[src/rtl/core/psd_pkg.sv]
// Shared constants and types for the point-to-segment distance pipeline.
// No dependencies; every module of the block imports this package.
package psd_pkg;

   localparam int DEF_COORD_BITS    = 24;
   localparam int DEF_FRACTION_BITS = 12;
   localparam int DEF_RATIO_BITS    = 16;

   // Result distance width (unsigned Q13.12) and its byte-padded bus width.
   localparam int DIST_BITS     = 25;
   localparam int RSP_DATA_BITS = ((DIST_BITS + 7) / 8) * 8;

   // How the projection ratio is chosen for one transaction.
   typedef enum logic [2:0] {
      SEL_ZERO = 3'b001,
      SEL_ONE  = 3'b010,
      SEL_DIV  = 3'b100
   } ratio_sel_type;

endpackage

[src/rtl/core/psd_sqrt.sv]
// Pipelined integer square root, one root bit per stage (floor of the root).
// Depends on psd_pkg.
module psd_sqrt #(
   parameter int SQRT_BITS = psd_pkg::DIST_BITS
) (
   input  logic                       clock,
   input  logic                       reset,
   input  logic                       en,
   input  logic                       in_valid,
   input  logic [2*SQRT_BITS-1:0]     in_value,
   input  logic                       in_degen,
   output logic                       out_valid,
   output logic [SQRT_BITS-1:0]       out_root,
   output logic                       out_degen
);
   import psd_pkg::*;

   localparam int NW  = 2 * SQRT_BITS;
   localparam int RMW = SQRT_BITS + 2;

   logic                 v_ff     [SQRT_BITS];
   logic                 g_ff     [SQRT_BITS];
   logic [NW-1:0]        n_ff     [SQRT_BITS];
   logic [NW-1:0]        n_in     [SQRT_BITS];
   logic [RMW-1:0]       rem_ff   [SQRT_BITS];
   logic [RMW-1:0]       rem_in   [SQRT_BITS];
   logic [SQRT_BITS-1:0] root_ff  [SQRT_BITS];
   logic [SQRT_BITS-1:0] root_in  [SQRT_BITS];
   logic [RMW-1:0]       pre, trial;

   always_comb begin
      pre   = '0;
      trial = '0;
      for (int j = 0; j < SQRT_BITS; j++) begin
         if (j == 0) begin
            pre   = {{(RMW-2){1'b0}}, in_value[NW-1 -: 2]};
            trial = {{(RMW-2){1'b0}}, 2'b01};
            n_in[j] = {in_value[NW-3:0], 2'b00};
         end else begin
            pre   = {rem_ff[j-1][RMW-3:0], n_ff[j-1][NW-1 -: 2]};
            trial = {root_ff[j-1], 2'b01};
            n_in[j] = {n_ff[j-1][NW-3:0], 2'b00};
         end
         if (pre >= trial) begin
            rem_in[j]  = pre - trial;
            root_in[j] = (j == 0) ? SQRT_BITS'(1) : {root_ff[j-1][SQRT_BITS-2:0], 1'b1};
         end else begin
            rem_in[j]  = pre;
            root_in[j] = (j == 0) ? '0 : {root_ff[j-1][SQRT_BITS-2:0], 1'b0};
         end
      end
   end

   always_ff @(posedge clock) begin
      if (reset) begin
         for (int j = 0; j < SQRT_BITS; j++) begin
            v_ff[j] <= 1'b0;
         end
      end else if (en) begin
         v_ff[0] <= in_valid;
         for (int j = 1; j < SQRT_BITS; j++) begin
            v_ff[j] <= v_ff[j-1];
         end
      end
   end

   always_ff @(posedge clock) begin
      if (en) begin
         g_ff[0] <= in_degen;
         for (int j = 1; j < SQRT_BITS; j++) begin
            g_ff[j] <= g_ff[j-1];
         end
         for (int j = 0; j < SQRT_BITS; j++) begin
            n_ff[j]    <= n_in[j];
            rem_ff[j]  <= rem_in[j];
            root_ff[j] <= root_in[j];
         end
      end
   end

   assign out_valid = v_ff[SQRT_BITS-1];
   assign out_root  = root_ff[SQRT_BITS-1];
   assign out_degen = g_ff[SQRT_BITS-1];

endmodule

[config.mk]
export PLATFORM = sky130hd
export DESIGN_NAME = psd_sqrt
export DESIGN_NICKNAME = d
export VERILOG_FILES = /design/src/rtl/core/psd_pkg.sv /design/src/rtl/core/psd_sqrt.sv
export SDC_FILE = /design/constraint.sdc
export NUM_CORES = 2
export LEC_CHECK = 0
export BUFFER_PORTS_ARGS = -buffer_cell sky130_fd_sc_hd__buf_4
export CAP_MARGIN = 20
export CORE_MARGIN = 3
export CORE_UTILIZATION = 25
export CTS_CLUSTER_DIAMETER = 40
export DETAILED_ROUTE_END_ITERATION = 6
export GPL_TIMING_DRIVEN = 0
export RECOVER_POWER = 50
export SLEW_MARGIN = 30
export SYNTH_ARGS = -nofsm -noshare
export SYNTH_HDL_FRONTEND = slang
export SYNTH_SLANG_ARGS = --single-unit
[constraint.sdc]
create_clock -name clock -period 4.6 [get_ports clock]
set_input_delay 0.46 -clock clock [delete_from_list [all_inputs] [get_ports clock]]
set_output_delay 0.46 -clock clock [all_outputs]
set_load 0.1 [all_outputs]
Yosys cells after proc, flatten, opt, wreduce, memory -nomap -nowiden. Memories as Yosys holds them, arrays and structs flattened. Cells that the tools add are included.

Memory bits (writable): 2550. Register bits: 0. Word-level logic and storage cells: 161. Memories kept: 5.

Bitwise gates (word level): 25. Add/sub/neg operators: 25. Order comparisons: 25. Multiplexer cells: 81.

Memories: n_ff (depth 25, width 48, read ports 24, clocked after memory_dff 0, write ports 25, line psd_sqrt.sv:23) `logic [NW-1:0] n_ff [SQRT_BITS];`; rem_ff (depth 25, width 27, read ports 24, clocked after memory_dff 0, write ports 25, line psd_sqrt.sv:25) `logic [RMW-1:0] rem_ff [SQRT_BITS];`; root_ff (depth 25, width 25, read ports 25, clocked after memory_dff 0, write ports 25, line psd_sqrt.sv:27) `logic [SQRT_BITS-1:0] root_ff [SQRT_BITS];`; g_ff (depth 25, width 1, read ports 25, clocked after memory_dff 0, write ports 25, line psd_sqrt.sv:22) `logic g_ff [SQRT_BITS];`; v_ff (depth 25, width 1, read ports 25, clocked after memory_dff 0, write ports 25, line psd_sqrt.sv:21) `logic v_ff [SQRT_BITS];`.

Operator list (number): $mux 27 (25); $ge 27x27->1 (24); $sub 27x27->27 (24); $mux 1 (56); $or 1x1->1 (25); $sub 2x1->3 const B (1); $ge 2x1->1 const B (1).

Depth between registers and ports, before layout.
Depth after elaboration: 4. Gate-level depth with buffers: 14. Mapped depth without buffers: 12.

Worst setup path before layout. OpenSTA, ideal clock, no wires.

Path kind: register to register. From: memory rem_ff[0][146] in the netlist's numbering. To: memory rem_ff[0][180] in the netlist's numbering (data pin). Stages on the path, launching flop included: 11. Arrival: 3.216 ns. Path slack: 1.126 ns. Period minus slack after synthesis: 3.474 ns. Buffers on the path: 1. Library setup time: 0.258 ns. Path through: edfxtp_1 -> or4_4 -> or3_4 -> or4_4 -> or3_4 -> nor4_2 -> or4b_1 -> buf_2 -> nor3b_4 -> nand2_1 -> xnor2_1.

RTL lines (line): from (decl) (psd_sqrt.sv:25).

==> results.txt <==
Status: finished, violations left
Failing checks: max-capacitance violations, max-slew violations
Root Buffer Master: clkbuf_16
Htree depth: 5
Setup violators final: 0
Number of global-route vias before repair: 42670
N_diodes: 0
Max-capacitance violation count: 2
Leading area contributor after synthesis: edfxtp_1
Post-DP Area: 0.07634 mm^2
Seq/Total Area, Yosys: 65.47%
Starting Density: 25.23%
Clock Skew: 0.08638 ns
Slew Limit Fails: 232
First-pass GRT wire length: 215600 um
Area of the multi-input gates: 0.02226 mm^2
Unrepaired setup endpoints after global routing: no
Synth Warn #: 0
Type of the worst setup path: reg -> reg
Buffers on Ports: 81
Logic pwr share: 16.1%
Syn nets: 5738
Most frequent cell after synthesis: edfxtp_1
Worst-path clk slew: 0.05 ns
Fraction of registers with async set or reset after synthesis: 0%
Synthesized flop and latch total: 1542
CP Capture Type: register
Hold Vio Cnt, Final: 0
Fmax achieved: 232.1 MHz
Synth top cells by count: 1542 x edfxtp_1, 428 x inv_1, 351 x ha_1, 334 x a21oi_1, 323 x nor2_1
Clock latency on the worst-skew pair: 0.88 ns
Clk sinks: 1542
Final setup TNS: 0 ns
Post-Synthesis Cell Area: 0.07072 mm^2
Area share of the largest cell type after synthesis: 65.47%
Detail Placement HPWL: 92250 um
Crit path time final: 4.309 ns
Via count: 41900
Detailed Route Iter0 Violations: 2501
Met3 usage: 1.823%
Largest net degree at the start of global routing: 140
Top post-synthesis cells by area: edfxtp_1 65%, ha_1 6.2%, xnor2_1 2.9%
Worst rel slew slack: -103.4%
Hold Crit Class: in -> reg
Die Width: 537.9 um
Net switching power: 12090 uW
Clk buf depth: 4
Total Nets Final: 6159
Share of total power in the clock network: 42.8%
Pre-CTS WS: -0.3127 ns
Met1 usage: 10.56%
DRC viols: 0
PwrDens: 526.9 mW/mm^2
Req. time, crit path: 5.11 ns
Post-Syn Area per Cell: 13.26 um^2
I/O pin count: 82
Final worst slack: 0.2907 ns
Main synth FF type: edfxtp_1
Global routing's busiest layer: met2
Core area: 0.2804 mm^2
Die ar.: 0.2893 mm^2
Sw Ratio: 26.74%
DR WL/cell: 13.64 um
Crit path max fanout: 10
GRT Overall Usage: 8.936%
Gate count of the mapped netlist: 5332
Overall power: 45230 uW
Worst slew pin tran: 3.050 ns
Crit path DAT: 4.82 ns
Post-CTS Setup Bufs: 0
Fill cell count: 27700
Library cells used by synthesis: 78
Fraction of layout cells with a size suffix above 1: 11.54%
Initial antenna violation count: 0
GRT overflow: 0
Maximum VDD drop: 0.3450 mV
GPL Wtd Cong: 0.8813
Register area: 0.04630 mm^2
Leakage power: 0.03240 uW
Period utilisation layout: 93.68%
P&R area growth vs syn: 21.39%
Via-to-Cell Ratio: 4.319
Final WL: 132400 um
Std cell rows: 194
GR met2 Demand/Resource: 15.25%
Final instance area: 0.08585 mm^2
Clock buffer count from CTS: 274
Final ANT Viol Nets: 0
Post-synth EDFFs: 1542
Die height: 537.9 um
Startpoint types: register
Drt pass-1 iters: 7
Pint: 33140 uW
CTS tree: built
Sequential group share of total power: 41.1%
-- routing by layer --
metal / up-vias / routed length, um
li1: 20700 / -
met1: 19830 / 56060
met2: 965 / 64010
met3: 400 / 6009
met4: 0 / 6298
met5: - / 0
-- worst paths after layout --
kind	startpoint	cells past startpoint	endpoint	slack [ns]
max	rem_ff[2][145]$_DFFE_PP_	9	rem_ff[2][178]$_DFFE_PP_	0.29
min	en	1	n_ff[0][11]$_DFFE_PP_	0.09
min reg2reg	n_ff[0][128]$_DFFE_PP_	0	n_ff[0][178]$_DFFE_PP_	0.34
max reg2reg	rem_ff[2][145]$_DFFE_PP_	9	rem_ff[2][178]$_DFFE_PP_	0.29
-- kinds of logic after synthesis --
group                    synth area share, %
AO/OA/AOI/OAI                          9.071
AND/OR/NAND/NOR                        9.283
XOR/XNOR                               5.548
multiplexers                           1.338
other                               0.005302
adder cells (fa/ha/maj)                6.210
buffers and inverters                  3.071
flip-flops                             65.47
-- power groups by stage --
stage | registers, uW | logic, uW | clock network, uW
6_report | 18600 | 7260 | 19400
5_1_grt | 18800 | 8170 | 20700
4_1_cts | 18600 | 7280 | 20100
3_5_place_dp | 18900 | 7180 | 0
3_3_place_gp | 19200 | 7020 | 0
2_1_floorplan | 18500 | 5440 | 0
-- through the flow --
stage / cells / utilization, % / hold slack (ns)
after floorplan: 5332 / - / 0.4003
after global placement: 9137 / 27.10 / 0.4004
after detailed placement: 9149 / 27.23 / 0.4045
after CTS: 9703 / 30.64 / 0.03956
after global routing: 9702 / 30.62 / 0.06672
final: 9702 / 30.62 / 0.08950
-- cells in the final DEF, fill, tap and decap left out, drive strengths merged, types with 9 or more instances in the layout --
master,count
edfxtp,1542
inv,466
clkbuf,448
ha,351
a21oi,334
nor2,323
nand2,308
o21ai,264
xnor2,238
xor2,210
a21o,128
nor3,127
clkinv,111
nand3,89
nand2b,78
mux2,76
buf,72
o21a,69
nor4,65
nor2b,59
dlygate4sd3,54
nand4,47
or3,43
or4,37
and2,35
o31ai,34
o21bai,31
or2,28
clkinvlp,28
a211oi,28
a31oi,26
and3,22
o211ai,21
bufinv,20
nor3b,11
nand4b,10
mux2i,9
nand3b,9
-- final cells by class --
| class | instances | share of cell area [%] |
|---|---|---|
| Tap cell | 3724 | 5.428 |
| Clock buffer | 304 | 8.217 |
| Multi-Input combinational cell | 3237 | 25.93 |
| Sequential cell | 1542 | 53.94 |
| Buffer | 123 | 0.6530 |
| Clock inverter | 197 | 2.278 |
| Inverter | 428 | 1.871 |
| Timing Repair Buffer | 147 | 1.685 |
-- critical path, stage by stage, from the launching register on --
cell      delay, ns
edfxtp_1       0.40
ha_1           0.40
and3_1         0.31
nand4_1        0.31
nor4_1         0.92
a31oi_1        0.28
nand2_1        0.17
clkbuf_1       0.54
clkbuf_1       0.51
a21oi_1        0.15
-- what timing repair did --
item / CTS / global route
hold buffers: 54 / 0
endpoints found under the hold margin: 60 / 0
gates resized for setup: 1 / 2
setup endpoints to repair: 10 / 21
pin swaps: 0 / 0
-- sequential cells by signal, summed over array words and instances (netlist names) --
signal / cells
g_ff: 25
rem_ff: 567
v_ff: 25
root_ff: 325
n_ff: 600
No activity file was read; power rests on OpenSTA's default activity.
