<file path="src/rtl/core/psd_pkg.sv">
// Shared constants and types for the point-to-segment distance pipeline.
// No dependencies; every module of the block imports this package.
package psd_pkg;

   localparam int DEF_COORD_BITS    = 24;
   localparam int DEF_FRACTION_BITS = 12;
   localparam int DEF_RATIO_BITS    = 16;

   // Result distance width (unsigned Q13.12) and its byte-padded bus width.
   localparam int DIST_BITS     = 25;
   localparam int RSP_DATA_BITS = ((DIST_BITS + 7) / 8) * 8;

   // How the projection ratio is chosen for one transaction.
   typedef enum logic [2:0] {
      SEL_ZERO = 3'b001,
      SEL_ONE  = 3'b010,
      SEL_DIV  = 3'b100
   } ratio_sel_type;

endpackage

</file>
<file path="src/rtl/core/psd_div.sv">
// Projection ratio: clamping plus a restoring divider with one quotient bit per stage.
// Depends on psd_pkg.
module psd_div #(
   parameter int COORD_BITS = psd_pkg::DEF_COORD_BITS,
   parameter int RATIO_BITS = psd_pkg::DEF_RATIO_BITS
) (
   input  logic                              clock,
   input  logic                              reset,
   input  logic                              en,
   input  logic                              in_valid,
   input  logic signed [COORD_BITS:0]        in_dx,
   input  logic signed [COORD_BITS:0]        in_dy,
   input  logic signed [COORD_BITS:0]        in_rx,
   input  logic signed [COORD_BITS:0]        in_ry,
   input  logic [2*COORD_BITS+2:0]           in_len2,
   input  logic signed [2*COORD_BITS+2:0]    in_dot,
   input  logic                              in_degen,
   output logic                              out_valid,
   output logic signed [COORD_BITS:0]        out_dx,
   output logic signed [COORD_BITS:0]        out_dy,
   output logic signed [COORD_BITS:0]        out_rx,
   output logic signed [COORD_BITS:0]        out_ry,
   output logic [RATIO_BITS:0]               out_ratio,
   output logic                              out_degen
);
   import psd_pkg::*;

   localparam int DW = COORD_BITS + 1;
   localparam int LW = 2 * DW + 1;
   localparam int RW = LW + 1;
   localparam int NS = RATIO_BITS + 1;

   logic                  v_ff     [NS];
   ratio_sel_type         sel_ff   [NS];
   logic [LW-1:0]         len2_ff  [NS];
   logic [RW-1:0]         rem_ff   [NS];
   logic [RW-1:0]         rem_in   [NS];
   logic [RATIO_BITS-1:0] q_ff     [NS];
   logic [RATIO_BITS-1:0] q_in     [NS];
   logic signed [DW-1:0]  dx_ff    [NS];
   logic signed [DW-1:0]  dy_ff    [NS];
   logic signed [DW-1:0]  rx_ff    [NS];
   logic signed [DW-1:0]  ry_ff    [NS];
   logic                  degen_ff [NS];
   ratio_sel_type         sel_in;
   logic [RW-1:0]         shifted;

   // Degenerate segments and non-positive dots use ratio zero; dot at or past
   // the squared length clamps to one; everything else is divided.
   always_comb begin
      if (in_degen || in_dot[LW-1] || (in_dot == '0)) begin
         sel_in = SEL_ZERO;
      end else if ($unsigned(in_dot) >= in_len2) begin
         sel_in = SEL_ONE;
      end else begin
         sel_in = SEL_DIV;
      end
      rem_in[0] = (sel_in == SEL_DIV) ? {1'b0, $unsigned(in_dot)} : '0;
      q_in[0]   = '0;
      shifted   = '0;
      for (int k = 1; k < NS; k++) begin
         shifted = {rem_ff[k-1][RW-2:0], 1'b0};
         if (shifted >= {1'b0, len2_ff[k-1]}) begin
            rem_in[k] = shifted - {1'b0, len2_ff[k-1]};
            q_in[k]   = {q_ff[k-1][RATIO_BITS-2:0], 1'b1};
         end else begin
            rem_in[k] = shifted;
            q_in[k]   = {q_ff[k-1][RATIO_BITS-2:0], 1'b0};
         end
      end
   end

   always_ff @(posedge clock) begin
      if (reset) begin
         for (int k = 0; k < NS; k++) begin
            v_ff[k] <= 1'b0;
         end
      end else if (en) begin
         v_ff[0] <= in_valid;
         for (int k = 1; k < NS; k++) begin
            v_ff[k] <= v_ff[k-1];
         end
      end
   end

   always_ff @(posedge clock) begin
      if (en) begin
         sel_ff[0]   <= sel_in;
         len2_ff[0]  <= in_len2;
         rem_ff[0]   <= rem_in[0];
         q_ff[0]     <= q_in[0];
         dx_ff[0]    <= in_dx;
         dy_ff[0]    <= in_dy;
         rx_ff[0]    <= in_rx;
         ry_ff[0]    <= in_ry;
         degen_ff[0] <= in_degen;
         for (int k = 1; k < NS; k++) begin
            sel_ff[k]   <= sel_ff[k-1];
            len2_ff[k]  <= len2_ff[k-1];
            rem_ff[k]   <= rem_in[k];
            q_ff[k]     <= q_in[k];
            dx_ff[k]    <= dx_ff[k-1];
            dy_ff[k]    <= dy_ff[k-1];
            rx_ff[k]    <= rx_ff[k-1];
            ry_ff[k]    <= ry_ff[k-1];
            degen_ff[k] <= degen_ff[k-1];
         end
      end
   end

   always_comb begin
      case (sel_ff[NS-1])
         SEL_ZERO: out_ratio = '0;
         SEL_ONE:  out_ratio = {1'b1, {RATIO_BITS{1'b0}}};
         SEL_DIV:  out_ratio = {1'b0, q_ff[NS-1]};
         default:  out_ratio = '0;
      endcase
   end

   assign out_valid = v_ff[NS-1];
   assign out_dx    = dx_ff[NS-1];
   assign out_dy    = dy_ff[NS-1];
   assign out_rx    = rx_ff[NS-1];
   assign out_ry    = ry_ff[NS-1];
   assign out_degen = degen_ff[NS-1];

`ifndef ASSERT_OFF
   // A stalled pipeline must not move the valid bits of its first and last stages.
   a_stall_hold: assert property (@(posedge clock) disable iff (reset)
      !en |=> ($stable(v_ff[0]) && $stable(v_ff[NS-1])))
      else $error("divider valid bits moved during a stall");

   // An enabled cycle loads the entry stage from the input.
   a_entry_load: assert property (@(posedge clock) disable iff (reset)
      en |=> (v_ff[0] == $past(in_valid)))
      else $error("divider entry stage lost an input");

   // Degenerate segments always leave with ratio zero.
   a_degen_ratio: assert property (@(posedge clock) disable iff (reset)
      (out_valid && out_degen) |-> (out_ratio == '0))
      else $error("degenerate transaction with nonzero ratio");
`endif

endmodule

</file>
<file path="config.mk">
export PLATFORM = sky130hd
export DESIGN_NAME = psd_div
export DESIGN_NICKNAME = d
export VERILOG_FILES = /design/src/rtl/core/psd_pkg.sv /design/src/rtl/core/psd_div.sv
export SDC_FILE = /design/constraint.sdc
export NUM_CORES = 2
export LEC_CHECK = 0
export ABC_CLOCK_PERIOD_IN_PS = 5500
export BUFFER_PORTS_ARGS = -buffer_cell sky130_fd_sc_hd__buf_2
export CORE_MARGIN = 8
export CORE_UTILIZATION = 45
export CTS_CLUSTER_DIAMETER = 100
export DETAILED_ROUTE_END_ITERATION = 6
export GPL_TIMING_DRIVEN = 0
export PLACE_DENSITY_LB_ADDON = 0.08
export SLEW_MARGIN = 0
export SYNTH_ARGS = -nofsm -noshare
export SYNTH_HDL_FRONTEND = slang
export SYNTH_SLANG_ARGS = --single-unit
</file>
<file path="constraint.sdc">
create_clock -name clock -period 5.5 [get_ports clock]
set_input_delay 0.55 -clock clock [delete_from_list [all_inputs] [get_ports clock]]
set_output_delay 0.55 -clock clock [all_outputs]
set_load 0.01 [all_outputs]
</file>
# Yosys cells after proc, flatten, opt, wreduce, memory -nomap -nowiden
# Memories as Yosys holds them, arrays and structs flattened.
# Cells that the tools add are included.
op_classes:
  order_cmp: 17
  n_eq_ne: 3
  add_sub_neg: 16
  reduce_logical: 3
  n_bitwise: 17
  mux: 59
op_table:
  columns: ["cell", "n"]
  rows:
  - ["52-bit by 51-bit greater-or-equal comparator with 1-bit output", 16]
  - ["52-bit two-way mux", 16]
  - ["52-bit by 51-bit subtractor with 52-bit output", 16]
  - ["51-bit greater-or-equal comparator", 1]
  - ["51-bit logical NOT", 1]
  - ["51-bit two-way mux", 1]
  - ["1-bit two-way mux", 39]
  - ["17-bit one-hot mux with 2 select lines", 1]
  - ["1-bit bitwise OR", 17]
  - ["3-bit == test, second input constant", 2]
  - ["3-bit two-way mux", 2]
  - ["3-bit by 2-bit == test with 1-bit output, second input constant", 1]
  - ["1-bit logical OR", 2]
word_totals:
  ram_bits: 3808
  register_bits: 0
  memories: 10
  input_bits: 207
mem_list:
  columns: ["name", "depth", "width", "read_ports", "rd_ports_with_merged_regs", "write_ports", "line", "text"]
  rows:
  - ["rem_ff", 17, 52, 16, 0, 17, "psd_div.sv:36", "logic [RW-1:0] rem_ff [NS];"]
  - ["len2_ff", 17, 51, 16, 0, 17, "psd_div.sv:35", "logic [LW-1:0] len2_ff [NS];"]
  - ["dx_ff", 17, 25, 17, 0, 17, "psd_div.sv:40", "logic signed [DW-1:0] dx_ff [NS];"]
  - ["dy_ff", 17, 25, 17, 0, 17, "psd_div.sv:41", "logic signed [DW-1:0] dy_ff [NS];"]
  - ["rx_ff", 17, 25, 17, 0, 17, "psd_div.sv:42", "logic signed [DW-1:0] rx_ff [NS];"]
  - ["ry_ff", 17, 25, 17, 0, 17, "psd_div.sv:43", "logic signed [DW-1:0] ry_ff [NS];"]
  - ["+4 memories", null, null, null, null, null, null, null]

# Longest topological paths before layout
depth:
  ltp_word: 5
  mapped_depth: 16
  mapped_depth_nobuf: 13

# Worst setup path after synthesis
# No wires, ideal clock.
synth_path:
  kind: "register to register"
  start: "mem len2_ff[0][663] in the netlist's numbering"
  end: "mem rem_ff[0][752] in the netlist's numbering (data pin)"
  n_path_buf: 1
  synth_period_minus_slack_ns: 3.990
  t_arrival_ns: 3.730
  setup_slack_ns: 1.510
  setup_time_ns: 0.260
  stages_incl_launch_ff: 15
  cell_sequence: "edfxtp_1 inv_1 fa_1 a211oi_2 o211ai_1 a41oi_2 a31oi_1 a311oi_2 nor2b_1 or3_1 a21o_1 a21o_1 a31oi_4 buf_6 mux2_2"
synth_lines:
  columns: ["item", "line"]
  rows:
  - ["from (decl)", "psd_div.sv:35"]
  - ["to (decl)", "psd_div.sv:36"]

==> flow_summary.ini <==
[status]
status = finished, violations left
violations = capacitance limit, slew limit

[worst_setup_path]
end_kind = register
criticalPathCategory = reg2reg
r2r-start = len2_ff[0][166]
cp.buffers_inverters = 3
reg2reg_to = rem_ff[0][254]
cp.arrival_ns = 5.99
start_kind = register
cpMaxStageDelayCell = clkbuf_1
ff2ff_path_depth = 14
crit_fanout = 10
crit_path_cell_trace = inv_1, ha_1, clkbuf_1, a21o_1, a21o_1, a2111o_1, a211oi_1, nor2_1, a21oi_2, o31ai_1, and4_1, o21ai_4, clkbuf_1, o21ai_0
slowest_delay_ns = 0.87
worstPathRequired_ns = 6.08
critPathTopFamily = compound AO/OA/AOI/OAI gates
r2r_setup_slack_ns = 0.1

[place]
place_congestion = 1.028
port_buffers = 325
postPlaceCellArea_um2 = 172000
dp_hpwl_mm = 256.2

[finish]
nets = 14250
fin_area_um2 = 186400
drive_above_1_share_pct = 10.90
area_delta_synth_final_pct = 13.94

[cts]
worstSkewPairLatency_ns = 0.93
h-tree-depth = 5
cts_sinks = 3553
cts_buffer_depth = 4
cts.clk_slew.worst_paths_ns = 0.06
cts_tree = yes
root_buffer = clkbuf_16
cts_buffers = 377

[sta]
finalSetupViolCount = 0
tightestPinTransition_ns = 1.615
fin_crit_ns = 5.402
slew_headroom_pct = -8.654
timing.final.crit_share_pct = 98.23
finalHoldViolCount = 0
rsz0062_at_grt = false
timing.hold.ws_ns = 0.1205
fin_worst_skew_ns = 0.05765
fmax_mhz = 185.1
slew_violations = 7

[global_route]
grtUsageMet2_pct = 31.98
grt_pass1_vias = 100300
use_met1_pct = 18.41
top_usage_layer = met2
grt_start_max_net_pins = 188
met3_usage_pct = 2.267
antenna_found_initial = 1
grt-ovfl-total = 0
grt_pass1_wl_mm = 534.0
grt.total_usage_pct = 17.34

[min_path]
holdCritStartpoint = reset
whs_endpoint = v_ff[0][1]
min_path_cells = 3
holdCritPathClass = in2reg

[logic_synthesis]
synth_warnings = 0
syn-num-nets = 13310
synth-async-reset-ratio_pct = 0
synth_flop_cell = edfxtp_1
synth-seq-cells = 3553
ys_seq_area_share_pct = 65.22
post_synth.cell_area_avg_um2 = 13.38
synth_cell_type_count = 91
syn_inst = 12230
netlist_area_um2 = 163600
synth_enable_flop_cells = 3553

[die]
die_h_um = 618.9
die_w_um = 618.9
core.rowCount = 221
coreArea_um2 = 362200
num_io_pins = 326
start_util_pct = 45.16
die_area_um2 = 383100

[power_and_ir_drop]
leakage_nw = 72.34
power_density_nw_per_um2 = 540.7
ir_drop_uv = 295.5

[routing]
drcViolationCount = 0
antenna_left = 0
drtIter0Drc = 5926
vias = 96330
wl_per_cell_um = 18.87
vias_per_cell = 5.271
wirelength_mm = 344.9
dr.pass1.iters = 6

[job]
cap_violations = 2
## stage by stage
step                utilization [%]  setup WS, ns  cells  setup TNS (ns)  power (mW)
finish                        51.46       0.09751  18280               0       100.8
CTS                           51.44       0.04198  18270               0       101.5
detailed placement            47.48        -1.327  17370         -187.36       76.11
global placement              47.27        -51.13  17350               -       78.38
floorplan                         -         1.510  12230               0       65.41
global route                  51.46     0.0006648  18270               0       106.9
## worst min-delay path, cell delays in order
cell and delay (ns):
buf_2 0.08, nor2b_1 0.09, and2_1 0.17
## flip-flops by register name (all words and copies together), names as in the netlist
register,count
rem_ff,816
rx_ff,425
dy_ff,425
sel_ff,51
ry_ff,425
q_ff,136
degen_ff,17
len2_ff,816
dx_ff,425
v_ff,17
## metal layers
layer | vias up | wire, um
met3 | 1090 | 11510
li1 | 47460 | -
met2 | 2399 | 174400
met4 | 0 | 26690
met5 | - | 0
met1 | 45380 | 132300
## final cells by class
type	instances	area (um^2)
Antenna cell	7	17.52
Buffer	406	1839
Clock buffer	452	9779
Clock inverter	235	2326
Fill cell	29960	175800
Inverter	1028	3859
Multi-Input combinational cell	7239	51500
Sequential cell	3553	106700
Tap cell	4794	5998
Timing Repair Buffer	561	4397
## kinds of logic after synthesis
| family | count (synthesis) | synth area share (%) |
|---|---|---|
| muxes | 399 | 2.736 |
| and+or+nand+nor | 2342 | 6.919 |
| other | 1 | 0.002292 |
| buffers and inverters | 1434 | 3.473 |
| AOI/OAI and AO/OA | 2918 | 11.11 |
| DFF | 3553 | 65.22 |
| xor gates and xnor gates | 698 | 3.737 |
| adders and majority gates | 881 | 6.807 |
## worst max-delay path by stage
stage / start / cells past startpoint / endpoint
global placement: en / 2 / v_ff[0][6]
detailed placement: len2_ff[0][510] / 13 / rem_ff[0][616]
CTS: rem_ff[0][729] / 13 / rem_ff[0][782]
floorplan: len2_ff[0][663] / 14 / rem_ff[0][752]
global route: rem_ff[0][441] / 14 / rem_ff[0][484]
finish: len2_ff[0][166] / 14 / rem_ff[0][254]
## cell usage after synthesis (21+ instances only)
cell type	instances	area share (%)
buf_4	51	0.23
nor3_1	114	0.35
nor3b_1	22	0.10
nor4_1	50	0.19
o21ai_0	690	2.1
a221o_1	21	0.13
nor2b_1	100	0.38
o211ai_1	44	0.20
clkbuf_1	292	0.67
a21boi_0	41	0.19
a211o_1	22	0.12
nand2b_1	79	0.30
a21oi_1	922	2.8
or3_1	29	0.11
ha_1	866	6.6
o21a_1	81	0.37
o21bai_1	130	0.60
edfxtp_1	3553	65
and3_1	84	0.32
o31ai_1	69	0.32
mux2_2	379	2.6
a211oi_1	78	0.36
and2_1	132	0.50
nand2_1	813	1.9
and4_1	29	0.16
inv_1	1028	2.4
buf_2	56	0.17
nand3_1	170	0.52
xnor2_1	420	2.2
or2_2	21	0.080
nand4_1	207	0.79
xor2_1	278	1.5
a21o_1	512	2.3
a31oi_1	85	0.33
nor2_1	449	1.0
## what timing repair did
item                                    4_1_cts  5_1_grt
setup buffers                                 6        0
hold buffers                                201        0
gates resized for setup                      35       15
hold endpoints to repair                    201        0
pin swaps                                     3        0
endpoints found under the setup margin      489      212
## where the power goes
group          switching [mW]  internal (mW)  leakage, nW
logic                    22.2           15.7         31.7
clock network            10.3           14.1         5.86
registers                2.23           36.3         34.8
total                    34.7           66.1         72.3
## cells in the final DEF (no fill, tap or decap), drive strengths merged, types with 114 or more instances in the layout
master       netlist  layout
a21o             512     512
and2             133     133
o21bai           130     130
ha               866     866
a21oi            923     923
mux2             385     385
clkbuf           292     744
nand3            170     170
xor2             278     278
nor3             114     114
dlygate4sd3        0     201
nor2             449     449
o21ai            699     699
edfxtp          3553    3553
nand2            813     813
inv             1028    1036
nand4            207     207
xnor2            420     420
clkinv             0     184
buf              114     474
Note: power is estimated with default switching activity, not from simulation.
